### src/design/two_joint_linear_interpolator_defines.svh
// Assertion macros shared by the interpolator RTL.
`ifndef TWO_JOINT_LINEAR_INTERPOLATOR_DEFINES_SVH
`define TWO_JOINT_LINEAR_INTERPOLATOR_DEFINES_SVH
`ifndef ASSERT_OFF
`define ASSERT_CLK(label, prop) \
	label: assert property (@(posedge clk) disable iff (!arst_n) prop) \
		else $error("interpolator assertion failed");
`define ASSERT_NEVER(label, cond) \
	label: assert property (@(posedge clk) disable iff (!arst_n) !(cond)) \
		else $error("interpolator forbidden condition");
`else
`define ASSERT_CLK(label, prop)
`define ASSERT_NEVER(label, cond)
`endif
`endif

### src/design/tjli_pkg.sv
// Types and fixed constants of the two-joint linear interpolator.
package tjli_pkg;

	localparam int ANGLE_W   = 18;
	localparam int LEAST_W   = 10;
	localparam int PULSE_W   = 12;
	localparam int DEG_W     = 8;
	localparam int DEG_LIMIT = 180;
	localparam int HOME_DEG  = 90;

	localparam int S_TDATA_W = 40;
	localparam int M_TDATA_W = 24;
	localparam int CFG_AW    = 4;
	localparam int CFG_DW    = 32;

	localparam logic [1:0] REG_PULSE_ZERO  = 2'd0;
	localparam logic [1:0] REG_PULSE_FULL  = 2'd1;
	localparam logic [1:0] REG_LEAST_STEPS = 2'd2;

	localparam logic CMD_MOVE = 1'b0;
	localparam logic CMD_TICK = 1'b1;

	typedef logic [PULSE_W-1:0] pulse_t;
	typedef logic [DEG_W-1:0]   deg_t;

	localparam pulse_t PULSE_ZERO_RST = 12'd800;
	localparam pulse_t PULSE_FULL_RST = 12'd2200;
	localparam logic [LEAST_W-1:0] LEAST_STEPS_RST = 10'd10;

	typedef struct packed {
		pulse_t shoulder_pulse;
		deg_t   elbow_degrees;
		logic   final_step;
	} result_t;

endpackage

### src/design/two_joint_linear_interpolator.sv
// Two-joint linear interpolator: bit-serial step generator for a shoulder/elbow servo arm.
// A move request (tuser low) sets new shoulder and elbow targets; it is
// dropped while a move is still in progress. Each tick request (tuser high) during a move yields
// one step: shoulder pulse width, elbow degrees, and tlast on the final step. No request is taken
// while a tick is being worked; the lanes hold NW + SW bits, where SW = clog2(MAX_STEPS+1)
// and NW = 18 angle bits (more when 90 << FRACTION_BITS needs them).
// A tick runs through the two bit-serial lanes (shift-add multiply by the step number, then
// a restoring divide by the step count, one bit per cycle) and through the serial pulse mapping
// (shift-add multiply, then restoring divide by 180). A finished step waits in an output register
// while the next request is taken; ticks while idle give no step.
`include "two_joint_linear_interpolator_defines.svh"

module two_joint_linear_interpolator
	import tjli_pkg::*;
#(
	parameter int FRACTION_BITS = 8,
	parameter int MAX_STEPS     = 1023
) (
	input  logic                 clk,
	input  logic                 arst_n,
	// request stream
	input  logic                 s_tvalid,
	output logic                 s_tready,
	input  logic [S_TDATA_W-1:0] s_tdata,   // [17:0] target_shoulder, [35:18] target_elbow
	input  logic                 s_tuser,   // [0] command
	// step stream
	output logic                 m_tvalid,
	input  logic                 m_tready,
	output logic [M_TDATA_W-1:0] m_tdata,   // [11:0] shoulder_pulse, [19:12] elbow_degrees
	output logic                 m_tlast,
	// register port
	input  logic                 psel,
	input  logic                 penable,
	input  logic                 pwrite,
	input  logic [CFG_AW-1:0]    paddr,
	input  logic [CFG_DW-1:0]    pwdata,
	output logic [CFG_DW-1:0]    prdata,
	output logic                 pready
);

	localparam int SW     = $clog2(MAX_STEPS + 1);
	localparam int HOME   = HOME_DEG << FRACTION_BITS;
	localparam int HOME_W = $clog2(HOME + 1) + 1;
	localparam int NW     = (HOME_W > ANGLE_W) ? HOME_W : ANGLE_W;
	localparam int PW     = NW + SW;
	localparam int PPW    = PULSE_W + DEG_W;
	localparam int HALF   = (1 << FRACTION_BITS) >> 1;
	localparam int CW     = $clog2(PW + 1);
	localparam int PREM_W = $clog2(DEG_LIMIT);

	localparam logic [3:0] ST_IDLE   = 4'd0;
	localparam logic [3:0] ST_MOVE_A = 4'd1;
	localparam logic [3:0] ST_MOVE_B = 4'd2;
	localparam logic [3:0] ST_MUL    = 4'd3;
	localparam logic [3:0] ST_DIV    = 4'd4;
	localparam logic [3:0] ST_ANGLE  = 4'd5;
	localparam logic [3:0] ST_ROUND  = 4'd6;
	localparam logic [3:0] ST_PMUL   = 4'd7;
	localparam logic [3:0] ST_PDIV   = 4'd8;
	localparam logic [3:0] ST_EMIT   = 4'd9;

	logic [3:0]            state_q;
	logic [CW-1:0]         cnt_q;
	pulse_t                pz_q, pf_q;
	logic [LEAST_W-1:0]    least_q;
	logic [NW-1:0]         now_s_q, now_e_q, goal_s_q, goal_e_q;
	logic [SW-1:0]         total_q, idx_q, ish_q, rem_s_q, rem_e_q, floor_q;
	logic                  moving_q;
	logic [NW-1:0]         mag_s_q, mag_e_q;
	logic                  neg_s_q, neg_e_q;
	logic [PW-1:0]         acc_s_q, acc_e_q;
	logic [NW:0]           v_s_q, v_e_q;
	deg_t                  edeg_q, dsh_q;
	logic [PULSE_W-1:0]    pmag_q;
	logic                  pneg_q;
	logic [PPW-1:0]        pacc_q;
	logic [PREM_W-1:0]     prem_q;
	result_t               res_q;
	logic                  m_valid_q;

	logic                  s_acc, cfg_wr, emit_go;
	logic [NW-1:0]         ts_ext, te_ext;
	logic [NW:0]           dist_s, dist_e;
	logic [NW-1:0]         least_nw, floor_c, big, steps, steps_lo, steps_cap;
	logic [SW:0]           rsh_s, rsh_e, rdiff_s, rdiff_e;
	logic                  ge_s, ge_e;
	logic [NW:0]           q_s, q_e;
	logic [PULSE_W:0]      span;
	logic [PREM_W:0]       psh, pdiff;
	logic                  pge;
	logic [PULSE_W+1:0]    pq, pulse_w;
	logic [SW:0]           inext;
	logic                  last;

	function automatic logic [NW-1:0] mag_of(input logic [NW:0] d);
		logic [NW:0] n;
		n = -d;
		mag_of = d[NW] ? n[NW-1:0] : d[NW-1:0];
	endfunction

	// round half away from zero, then limit to 0..180
	function automatic deg_t to_deg(input logic [NW:0] v);
		logic [NW+1:0] r;
		r = ({1'b0, v} + (NW+2)'(HALF)) >> FRACTION_BITS;
		if (v[NW]) begin
			to_deg = '0;
		end else if (r > (NW+2)'(DEG_LIMIT)) begin
			to_deg = deg_t'(DEG_LIMIT);
		end else begin
			to_deg = r[DEG_W-1:0];
		end
	endfunction

	assign s_tready = (state_q == ST_IDLE);
	assign s_acc    = s_tvalid & s_tready;
	assign pready   = 1'b1;
	assign cfg_wr   = psel & penable & pwrite & pready;

	assign ts_ext = NW'($signed(s_tdata[ANGLE_W-1:0]));
	assign te_ext = NW'($signed(s_tdata[2*ANGLE_W-1:ANGLE_W]));

	assign dist_s = {goal_s_q[NW-1], goal_s_q} - {now_s_q[NW-1], now_s_q};
	assign dist_e = {goal_e_q[NW-1], goal_e_q} - {now_e_q[NW-1], now_e_q};

	// step count: larger distance in whole degrees, floor from least_steps, cap at MAX_STEPS
	assign least_nw  = (least_q == '0) ? NW'(1) : NW'(least_q);
	assign floor_c   = (least_nw > NW'(MAX_STEPS)) ? NW'(MAX_STEPS) : least_nw;
	assign big       = (mag_s_q > mag_e_q) ? mag_s_q : mag_e_q;
	assign steps     = big >> FRACTION_BITS;
	assign steps_lo  = (steps < NW'(floor_q)) ? NW'(floor_q) : steps;
	assign steps_cap = (steps_lo > NW'(MAX_STEPS)) ? NW'(MAX_STEPS) : steps_lo;

	// restoring divide lanes by the step count
	assign rsh_s   = {rem_s_q, acc_s_q[PW-1]};
	assign rsh_e   = {rem_e_q, acc_e_q[PW-1]};
	assign rdiff_s = rsh_s - {1'b0, total_q};
	assign rdiff_e = rsh_e - {1'b0, total_q};
	assign ge_s    = (rsh_s >= {1'b0, total_q});
	assign ge_e    = (rsh_e >= {1'b0, total_q});

	assign q_s = {1'b0, acc_s_q[NW-1:0]};
	assign q_e = {1'b0, acc_e_q[NW-1:0]};

	assign span = {1'b0, pf_q} - {1'b0, pz_q};

	// restoring divide by 180 for the pulse mapping
	assign psh   = {prem_q, pacc_q[PPW-1]};
	assign pdiff = psh - (PREM_W+1)'(DEG_LIMIT);
	assign pge   = (psh >= (PREM_W+1)'(DEG_LIMIT));

	assign pq      = {2'b00, pacc_q[PULSE_W-1:0]};
	assign pulse_w = {2'b00, pz_q} + (pneg_q ? -pq : pq);

	assign inext = {1'b0, idx_q} + (SW+1)'(1);
	assign last  = (inext == {1'b0, total_q});

	// load the output register once it is free or being drained
	assign emit_go = (state_q == ST_EMIT) && (!m_valid_q || m_tready);

	always_ff @(posedge clk or negedge arst_n) begin
		if (!arst_n) begin
			pz_q    <= PULSE_ZERO_RST;
			pf_q    <= PULSE_FULL_RST;
			least_q <= LEAST_STEPS_RST;
		end else if (cfg_wr) begin
			case (paddr[3:2])
				REG_PULSE_ZERO:  pz_q    <= pwdata[PULSE_W-1:0];
				REG_PULSE_FULL:  pf_q    <= pwdata[PULSE_W-1:0];
				REG_LEAST_STEPS: least_q <= pwdata[LEAST_W-1:0];
				default: ;
			endcase
		end
	end

	always_comb begin
		case (paddr[3:2])
			REG_PULSE_ZERO:  prdata = CFG_DW'(pz_q);
			REG_PULSE_FULL:  prdata = CFG_DW'(pf_q);
			REG_LEAST_STEPS: prdata = CFG_DW'(least_q);
			default:         prdata = '0;
		endcase
	end

	always_ff @(posedge clk or negedge arst_n) begin
		if (!arst_n) begin
			state_q   <= ST_IDLE;
			cnt_q     <= '0;
			now_s_q   <= NW'(HOME);
			now_e_q   <= NW'(HOME);
			goal_s_q  <= '0;
			goal_e_q  <= '0;
			total_q   <= '0;
			idx_q     <= '0;
			moving_q  <= 1'b0;
			m_valid_q <= 1'b0;
			ish_q     <= '0;
			rem_s_q   <= '0;
			rem_e_q   <= '0;
			floor_q   <= '0;
			mag_s_q   <= '0;
			mag_e_q   <= '0;
			neg_s_q   <= 1'b0;
			neg_e_q   <= 1'b0;
			acc_s_q   <= '0;
			acc_e_q   <= '0;
			v_s_q     <= '0;
			v_e_q     <= '0;
			edeg_q    <= '0;
			dsh_q     <= '0;
			pmag_q    <= '0;
			pneg_q    <= 1'b0;
			pacc_q    <= '0;
			prem_q    <= '0;
			res_q     <= '0;
		end else begin
			if (emit_go) begin
				m_valid_q <= 1'b1;
			end else if (m_tready) begin
				m_valid_q <= 1'b0;
			end
			case (state_q)
				ST_IDLE: begin
					if (s_acc) begin
						if (s_tuser == CMD_MOVE) begin
							// drop a move that arrives mid-move
							if (!moving_q) begin
								goal_s_q <= ts_ext;
								goal_e_q <= te_ext;
								state_q  <= ST_MOVE_A;
							end
						end else if (moving_q) begin
							mag_s_q <= mag_of(dist_s);
							mag_e_q <= mag_of(dist_e);
							neg_s_q <= dist_s[NW];
							neg_e_q <= dist_e[NW];
							ish_q   <= inext[SW-1:0];
							acc_s_q <= '0;
							acc_e_q <= '0;
							cnt_q   <= '0;
							state_q <= ST_MUL;
						end
					end
				end
				ST_MOVE_A: begin
					mag_s_q <= mag_of(dist_s);
					mag_e_q <= mag_of(dist_e);
					floor_q <= floor_c[SW-1:0];
					state_q <= ST_MOVE_B;
				end
				ST_MOVE_B: begin
					total_q  <= steps_cap[SW-1:0];
					idx_q    <= '0;
					moving_q <= 1'b1;
					state_q  <= ST_IDLE;
				end
				ST_MUL: begin
					acc_s_q <= {acc_s_q[PW-2:0], 1'b0} + (ish_q[SW-1] ? PW'(mag_s_q) : '0);
					acc_e_q <= {acc_e_q[PW-2:0], 1'b0} + (ish_q[SW-1] ? PW'(mag_e_q) : '0);
					ish_q   <= {ish_q[SW-2:0], 1'b0};
					if (cnt_q == CW'(SW - 1)) begin
						cnt_q   <= '0;
						rem_s_q <= '0;
						rem_e_q <= '0;
						state_q <= ST_DIV;
					end else begin
						cnt_q <= cnt_q + CW'(1);
					end
				end
				ST_DIV: begin
					rem_s_q <= ge_s ? rdiff_s[SW-1:0] : rsh_s[SW-1:0];
					rem_e_q <= ge_e ? rdiff_e[SW-1:0] : rsh_e[SW-1:0];
					acc_s_q <= {acc_s_q[PW-2:0], ge_s};
					acc_e_q <= {acc_e_q[PW-2:0], ge_e};
					if (cnt_q == CW'(PW - 1)) begin
						cnt_q   <= '0;
						state_q <= ST_ANGLE;
					end else begin
						cnt_q <= cnt_q + CW'(1);
					end
				end
				ST_ANGLE: begin
					v_s_q   <= {now_s_q[NW-1], now_s_q} + (neg_s_q ? -q_s : q_s);
					v_e_q   <= {now_e_q[NW-1], now_e_q} + (neg_e_q ? -q_e : q_e);
					pneg_q  <= span[PULSE_W];
					pmag_q  <= span[PULSE_W] ? (-span[PULSE_W-1:0]) : span[PULSE_W-1:0];
					state_q <= ST_ROUND;
				end
				ST_ROUND: begin
					dsh_q   <= to_deg(v_s_q);
					edeg_q  <= to_deg(v_e_q);
					pacc_q  <= '0;
					cnt_q   <= '0;
					state_q <= ST_PMUL;
				end
				ST_PMUL: begin
					pacc_q <= {pacc_q[PPW-2:0], 1'b0} + (dsh_q[DEG_W-1] ? PPW'(pmag_q) : '0);
					dsh_q  <= {dsh_q[DEG_W-2:0], 1'b0};
					if (cnt_q == CW'(DEG_W - 1)) begin
						cnt_q   <= '0;
						prem_q  <= '0;
						state_q <= ST_PDIV;
					end else begin
						cnt_q <= cnt_q + CW'(1);
					end
				end
				ST_PDIV: begin
					prem_q <= pge ? pdiff[PREM_W-1:0] : psh[PREM_W-1:0];
					pacc_q <= {pacc_q[PPW-2:0], pge};
					if (cnt_q == CW'(PPW - 1)) begin
						cnt_q   <= '0;
						state_q <= ST_EMIT;
					end else begin
						cnt_q <= cnt_q + CW'(1);
					end
				end
				ST_EMIT: begin
					// hold until the output register is free
					if (emit_go) begin
						res_q.shoulder_pulse <= pulse_w[PULSE_W-1:0];
						res_q.elbow_degrees  <= edeg_q;
						res_q.final_step     <= last;
						if (last) begin
							now_s_q  <= goal_s_q;
							now_e_q  <= goal_e_q;
							idx_q    <= '0;
							moving_q <= 1'b0;
						end else begin
							idx_q <= inext[SW-1:0];
						end
						state_q <= ST_IDLE;
					end
				end
				default: state_q <= ST_IDLE;
			endcase
		end
	end

	assign m_tvalid = m_valid_q;
	assign m_tdata  = {4'b0000, res_q.elbow_degrees, res_q.shoulder_pulse};
	assign m_tlast  = res_q.final_step;

	`ASSERT_CLK(a_idx_below_total, moving_q |-> (idx_q < total_q))
	`ASSERT_CLK(a_lane_rem_range, (state_q == ST_DIV) |-> ((rem_s_q < total_q) && (rem_e_q < total_q)))
	`ASSERT_CLK(a_pulse_rem_range, (state_q == ST_PDIV) |-> (prem_q < PREM_W'(DEG_LIMIT)))
	`ASSERT_NEVER(a_tick_without_move, (state_q == ST_MUL) && !moving_q)

endmodule
### config.mk
export PLATFORM = sky130hd
export DESIGN_NAME = two_joint_linear_interpolator
export DESIGN_NICKNAME = d
export VERILOG_FILES = /design/src/design/tjli_pkg.sv /design/src/design/two_joint_linear_interpolator.sv
export VERILOG_INCLUDE_DIRS = /design/src /design/src/design
export SDC_FILE = /design/constraint.sdc
export NUM_CORES = 1
export LEC_CHECK = 0
export ABC_CLOCK_PERIOD_IN_PS = 12400
export BUFFER_PORTS_ARGS = -buffer_cell sky130_fd_sc_hd__buf_2
export CAP_MARGIN = 20
export CORE_ASPECT_RATIO = 0.75
export CORE_MARGIN = 2
export CORE_UTILIZATION = 35
export CTS_BUF_LIST = sky130_fd_sc_hd__clkbuf_4
export DETAILED_ROUTE_END_ITERATION = 12
export GPL_TIMING_DRIVEN = 0
export PLACE_DENSITY_LB_ADDON = 0.08
export SLEW_MARGIN = 20
export SYNTH_ARGS = -nofsm -noshare
export SYNTH_HDL_FRONTEND = slang
export SYNTH_SLANG_ARGS = --single-unit
### constraint.sdc
create_clock -name clk -period 12.4 [get_ports clk]
set_input_delay 0.62 -clock clk [delete_from_list [all_inputs] [get_ports clk]]
set_output_delay 0.62 -clock clk [all_outputs]
set_load 0.02 [all_outputs]
==> metrics.md, run 1 <==
| Metric | Value |
|---|---|
| Residual DRC | `0` |
| Worst-Skew Late Latency | `970 ps` |
| Tcrit/Tclk final | `0.447` |
| Post-Synth XOR/XNOR Area | `0.0775` |
| Synth Area in Simple Gates | `0.156` |
| First-pass GRT wire length | `127,000 um` |
| Measured slew at the worst slew-check pin | `roughly 950 ps` |
| Dpl hpwl | `60,900 um` |
| Initial antenna violation count | `3` |
| Outcome | `complete, no violations` |
| Synth warn | `0` |
| Chip width | `321 um` |
| Fmax achieved | `0.180 GHz` |
| Post-synthesis compound-gate area fraction | `0.208` |
| CP endpoint kind | `flip-flop` |
| Post-synth EDFFs | `0` |
| Critical Path AT | `6360 ps` |
| Peak supply drop | `0.0715 mV` |
| Slew Limit Headroom | `0.367` |
| Yosys top cell area share | `0.338` |
| Area leader, netlist | `dfrtp_1` |
| Sequential area share after synthesis | `0.355` |
| CTS clk-pin slew, worst paths | `60 ps` |
| Unrepaired setup endpoints after global routing | `false` |
| Largest net degree at the start of global routing | `90` |
| 1st-pass router iterations | `5` |
| Core area | `74,800 sq um` |
| Via-to-Cell Ratio | `5.29` |
| Top post-synthesis cells by count | `dfrtp_1 (356), o21ai_0 (331), nand2_1 (329)` |
| Synth Instances | `2,994` |
| Initial Util | `0.352` |
| Hold_buf cts | `50` |
| Top-count cell post-synth | `dfrtp_1` |
| # resized after CTS | `0` |
| Post-synthesis mux area share | `0.0500` |
| CTS tree | `yes` |
| Largest family of logic cells by synthesized area | `compound AO/OA/AOI/OAI gates` |
| CTS root buf | `clkbuf_4` |
| Final Max Tran Viols | `0` |
| Util after Layout | `0.404` |
| LEAKAGE | `0.0139 uW` |
| WS Path Type | `flip-flop to flip-flop` |
| Layout area overhead | `14.7%` |
| I/O Buffers | `91` |
| Min Tclk post-route | `5550 ps` |
| Critical-path maximum fanout | `10` |
| CP Launch Type | `flip-flop` |
| Wire per inst | `between 15 and 20 um` |
| Post-CTS setup buffer count | `0` |
| Share of layout cells above drive strength 1 | `0.134` |
| Global Route Usage Sum | `0.206` |
| NumNets Final | `3,565` |
| Final Hold Fails | `0` |
| Final setup fails | `0` |
| Grt total ovfl | `0` |
| Main flop type after synthesis | `dfrtp_1` |
| Adder-Cell Fraction of Synth Area | `0.101` |
| Die outline height | `242 um` |
| Pwr/cell area | `112 nW/um^2` |
| Placer Congestion | `0.863` |
| Synthesized flop and latch total | `373` |
| Mapped Area | `26,300 sq um` |
| Clock buffer depth | `3` |
| Leading post-synthesis cells by cell area | `dfrtp_1 (34%), ha_1 (9.4%), o21ai_0 (6.3%)` |
| Final Skew | `approximately 94 ps` |
| DRT antenna net count | `0` |
| I/O pins | `between 100 and 150` |
| Final WL | `79,800 um` |
| Synth unique cells | `97` |
| Syn_area_per_cell | `8.79 sq um` |
| Vias in the first global route | `~23,000` |
| HP Class | `input port to flip-flop` |
| Setup TNS Final | `0 ps` |
| Asr flop ratio synth | `1.00` |
| # Max-Cap Violations | `0` |
| Worst Path Required | `13,210 ps` |
| Detailed-route via count | `around 23,000` |
| H-tree Lvls | `3` |
| Site row count | `87` |
| Num CTS Buffers | `110` |
| Drt initial violations | `1,532` |
| Tot Pwr | `3370 uW` |
| Clock sinks | `between 300 and 400` |
| Die Area | `77,500 sq um` |
-- state kept, by name (all words and copies together), names as in the netlist, 12 cells and up --
register and count:
pz_q 12, pf_q 12, pacc_q 20, mag_e_q 18, acc_s_q 28, m_tdata 20
now_s_q 18, mag_s_q 18, goal_e_q 18, now_e_q 18, pmag_q 12, v_e_q 12
v_s_q 12, acc_e_q 28, goal_s_q 18
-- per-stage QoR --
stage               hold WS, ps  worst slack, ps  cells  cell area, sq um
floorplan                   324             8060   3017             26400
global placement            458             2760   4087             28100
detailed placement          468             6960   4091             28200
CTS                        35.3             6900   4346             30200
global route               68.0             6410   4353             30200
finish                      132             6850   4354             30200
-- cells in the final DEF, fill, tap and decap left out, types with 66 or more instances in the layout --
master | synthesis | layout
dfrtp_1 | 356 | 356
o21ai_0 | 331 | 331
nand2_1 | 329 | 329
ha_1 | 198 | 198
inv_1 | 185 | 185
nor2_1 | 177 | 177
clkbuf_4 | 0 | 168
xnor2_1 | 159 | 159
a21oi_1 | 141 | 141
buf_2 | 13 | 103
clkbuf_1 | 100 | 100
mux2_2 | 77 | 77
xor2_1 | 74 | 74
nand3_1 | 66 | 66
-- final timing paths --
kind | cells past startpoint | start | to | slack [ps]
hold / removal | 3 | s_tuser | state_q[1] | 130
max in group asynchronous | 5 | arst_n | prem_q[4] | 10550
min in group asynchronous | 2 | arst_n | mag_s_q[12] | 220
setup / recovery | 23 | mag_e_q[8] | total_q[4] | 6850
hold reg to reg | 2 | goal_e_q[3] | now_e_q[3] | 470
setup reg to reg | 23 | mag_e_q[8] | total_q[4] | 6850
-- kinds of logic after synthesis --
kind of cell,Yosys count
AOI/OAI and AO/OA,853
xor gates and xnor gates,233
adders and majority gates,207
buffers and inverters,335
DFF,373
muxes,122
other,2
and+or+nand+nor,869
-- metal layers --
layer | vias up | part of all wire | track usage | wire length [um]
li1 | 11259 | - | - | -
met1 | 11131 | 0.52 | 0.317 | 41700
met2 | 498 | 0.41 | 0.293 | 32600
met3 | 126 | 0.043 | 0.0340 | 3430
met4 | 0 | 0.027 | 0.0595 | 2200
met5 | - | 0 | 0 | 0
-- report_power, final --
| part | internal [uW] | switching (uW) |
|---|---|---|
| Combinational | 329 | 391 |
| Sequential | 1300 | 99.1 |
| Clock | 656 | 597 |
-- layout make-up --
cell class | instances | area, sq um
inverter | 185 | 694
clock inverter | 37 | 196
timing repair buffer | 145 | 1080
sequential | 373 | 9360
fill | 7568 | 44600
tap | 979 | 1220
antenna | 8 | 20.0
buffer | 150 | 691
multi-input combinational | 2309 | 15700
clock buffer | 168 | 1260
-- critical path, cell delays in order, from the launching register on --
cell,delay (ps)
dfrtp_1,510
inv_1,80
ha_1,290
nand4_1,120
nor2_1,160
a21oi_1,80
o211ai_1,90
a21oi_1,90
a41oi_1,530
clkbuf_1,370
nand2_1,80
o21ai_0,300
ha_1,390
a21o_1,160
a21o_1,170
a21o_1,180
a21o_1,170
a21o_1,190
o41ai_1,410
a21oi_1,160
o21ai_0,90
buf_2,290
mux2i_1,350
o21ai_0,120
No activity file was read; power rests on OpenSTA's default activity.
==> run 2, diff against run 1 <==
- ABC_CLOCK_PERIOD_IN_PS: 12400 -> 4400
- clock period: 12.4 -> 4.4 ns (I/O delays scaled with it)
==> metrics.md, run 2 (synthesis gave the netlist of run 1 again) <==
| Metric | Value |
|---|---|
| Outcome | `complete, but fails checks` |
| Violated checks | `negative setup slack` |
| Drt initial violations | `1,475 (-3.7%)` |
| H-tree Lvls | `3 (unchanged)` |
| Tot Pwr | `9550 uW (+180%)` |
| Site row count | `87 (unchanged)` |
| Sequential share of power | `0.413 (-0.002)` |
| 1st-pass router iterations | `6 (+1)` |
| Min-delay src | `s_tdata[12]` |
| Finished Layout Cells | `4,428 (+1.7%)` |
| Final setup fails | `2 (+2)` |
| Detailed-route via count | `23,424 (+1.8%)` |
| Critical-path maximum fanout | `5 (-5)` |
| Die outline height | `242 um (unchanged)` |
| Via-to-Cell Ratio | `5.29 (about the same)` |
| Clock power frac | `0.370 (about the same)` |
| Final Max Tran Viols | `0 (unchanged)` |
| First-pass GRT wire length | `129,000 um (+2.0%)` |
| NumNets Final | `3,639 (+2.1%)` |
| Global Route Usage Sum | `0.210 (+0.00436)` |
| Final instance area | `31,200 sq um (+3.2%)` |
| I/O Buffers | `91 (unchanged)` |
| Min Tclk post-route | `4420 ps (-1130 ps)` |
| Fillers | `7,477 (-1.2%)` |
| Clock sinks | `373 (unchanged)` |
| Wire per inst | `18.4 um (+0.57%)` |
| Commonest non-fill, non-tap cell in the layout | `dfrtp_1` |
| WHS Path Cells | `3 (unchanged)` |
| DRT antenna net count | `0 (unchanged)` |
| Worst r2r src | `mag_e_q[10]` |
| LEAKAGE | `0.0143 uW (+3.0%)` |
| Dpl hpwl | `60,900 um (unchanged)` |
| Tcrit/Tclk final | `1.00 (+0.557)` |
| Flop2flop setup slack | `-20 ps (-6870 ps)` |
| CP Launch Type | `flip-flop` |
| HP Class | `input port to flip-flop` |
| I/O pins | `144 (unchanged)` |
| Chip width | `321 um (unchanged)` |
| Clock buffer depth | `3 (unchanged)` |
| WS Path Type | `flip-flop to flip-flop` |
| CTS root buf | `clkbuf_4` |
| CTS clk-pin slew, worst paths | `60 ps (about the same)` |
| Fmax achieved | `0.226 GHz (+26%)` |
| Placed Cells | `4,091 (unchanged)` |
| Final WL | `81,700 um (+2.3%)` |
| CP endpoint kind | `flip-flop` |
| Residual DRC | `0 (unchanged)` |
| Core area | `74,800 sq um (unchanged)` |
| CTS tree | `yes` |
| Post-place setup slack | `-1040 ps (-8000 ps)` |
| Critical Path AT | `5220 ps (-1140 ps)` |
| Util after Layout | `0.417 (+0.0131)` |
| Final Hold Fails | `0 (unchanged)` |
| Worst Path Required | `5200 ps (-8010 ps)` |
| # Max-Cap Violations | `0 (unchanged)` |
| Placer Congestion | `0.863 (unchanged)` |
| Final worst slack | `-17.3 ps (-6870 ps)` |
| Initial Util | `0.352 (unchanged)` |
| Sw frac | `0.322 (about the same)` |
| Measured slew at the worst slew-check pin | `956 ps (+9.10 ps)` |
| Internal power | `6480 uW (+180%)` |
| Final Skew | `97.9 ps (+3.76 ps)` |
| Die Area | `77,500 sq um (unchanged)` |
| Num CTS Buffers | `110 (unchanged)` |
| Largest net degree at the start of global routing | `90 (unchanged)` |
| Combinational Power Share | `0.217 (+0.003)` |
| Peak supply drop | `0.202 mV (+180%)` |
| P_sw | `3080 uW (+180%)` |
| Largest regs | `acc_e_q: 28 flops, acc_s_q: 28 flops` |
| Worst-Skew Late Latency | `980 ps (about the same)` |
| Layout area overhead | `18.4%` |
| Pwr/cell area | `306 nW/um^2 (+170%)` |
| Slew Limit Headroom | `0.361 (-0.00609)` |
| Vias in the first global route | `23,007 (+2.1%)` |
| Initial antenna violation count | `3 (unchanged)` |
| Grt total ovfl | `0 (unchanged)` |
| Share of layout cells above drive strength 1 | `0.154 (+0.0201)` |
| Worst R2R End | `total_q[4]` |
| Hold endpoint | `goal_s_q[12]` |
| DP Area | `28,200 sq um (unchanged)` |
| Unrepaired setup endpoints after global routing | `true` |
| Most frequent cells in the layout | `dfrtp_1 (351), nand2_1 (328), o21ai_0 (320)` |
| Reg2Reg Depth | `20 (-13%)` |
## run 2: worst max-delay path: stages (launching register included)
cell	delay, ps
dfrtp_1	420
inv_2	110
ha_1	190
a21o_1	180
a21o_1	180
a21oi_2	120
o21ai_1	100
a21oi_1	160
a41oi_2	80
buf_4	200
buf_4	150
o21ai_1	470
ha_1	360
a21o_1	180
a21o_1	210
o41ai_4	260
nand2_1	130
o21ai_2	170
buf_6	190
mux2i_4	280
o21ai_0	100
## run 2: worst max path at each step
stage,startpoint,cells past startpoint,endpoint,slack (ps)
6_report,mag_e_q[10],20,total_q[4],-20
5_1_grt,mag_e_q[9],23,total_q[5],-140
2_1_floorplan,mag_s_q[8],22,total_q[1],60
3_3_place_gp,arst_n,1,rem_s_q[6],-4840
4_1_cts,mag_e_q[11],26,total_q[0],20
3_5_place_dp,mag_e_q[8],23,total_q[8],-1040
## run 2: cell type report
class | count | area, sq um | area share
Inverter | 185 | 694 | 0.0223
Timing Repair Buffer | 220 | 1770 | 0.0569
Multi-Input combinational cell | 2309 | 15900 | 0.511
Tap cell | 979 | 1220 | 0.0393
Clock buffer | 168 | 1260 | 0.0405
Buffer | 149 | 704 | 0.0226
Sequential cell | 373 | 9360 | 0.300
Antenna cell | 8 | 20.0 | 0.000642
Clock inverter | 37 | 196 | 0.00630
## run 2: metal layers
layer,share of wire,track usage,wire (um),vias to the layer above
li1,-,-,-,11404
met2,0.41,0.300,33500,509
met5,0,0,0,-
met1,0.51,0.321,41800,11375
met4,0.029,0.0646,2370,0
met3,0.049,0.0343,3970,136
## run 2: timing repair
| action | 4_1_cts | 5_1_grt |
|---|---|---|
| resized for setup | 57 | 19 |
| gates cloned | 1 | 0 |
| setup endpoints to repair | 10 | 29 |
| setup buffers | 26 | 4 |
| hold endpoints to repair | 299 | 0 |
| hold buffers | 94 | 0 |
| pin swaps | 12 | 17 |
## run 2: per-stage QoR
stage                     setup TNS, ps  hold WS [ps]
final                             -18.7          81.9
after floorplan                       0         -75.6
after CTS                             0          2.58
after global placement         -1735510           450
after detailed placement          -9260           213
after global routing              -1270          4.95
## run 2: power groups by stage
stage	registers (uW)	clock network (uW)	logic, uW
global route	3970	3870	2350
CTS	3940	3670	2080
finish	3950	3540	2070
floorplan	3870	0	1520
detailed placement	4000	0	2000
global placement	4000	0	1940
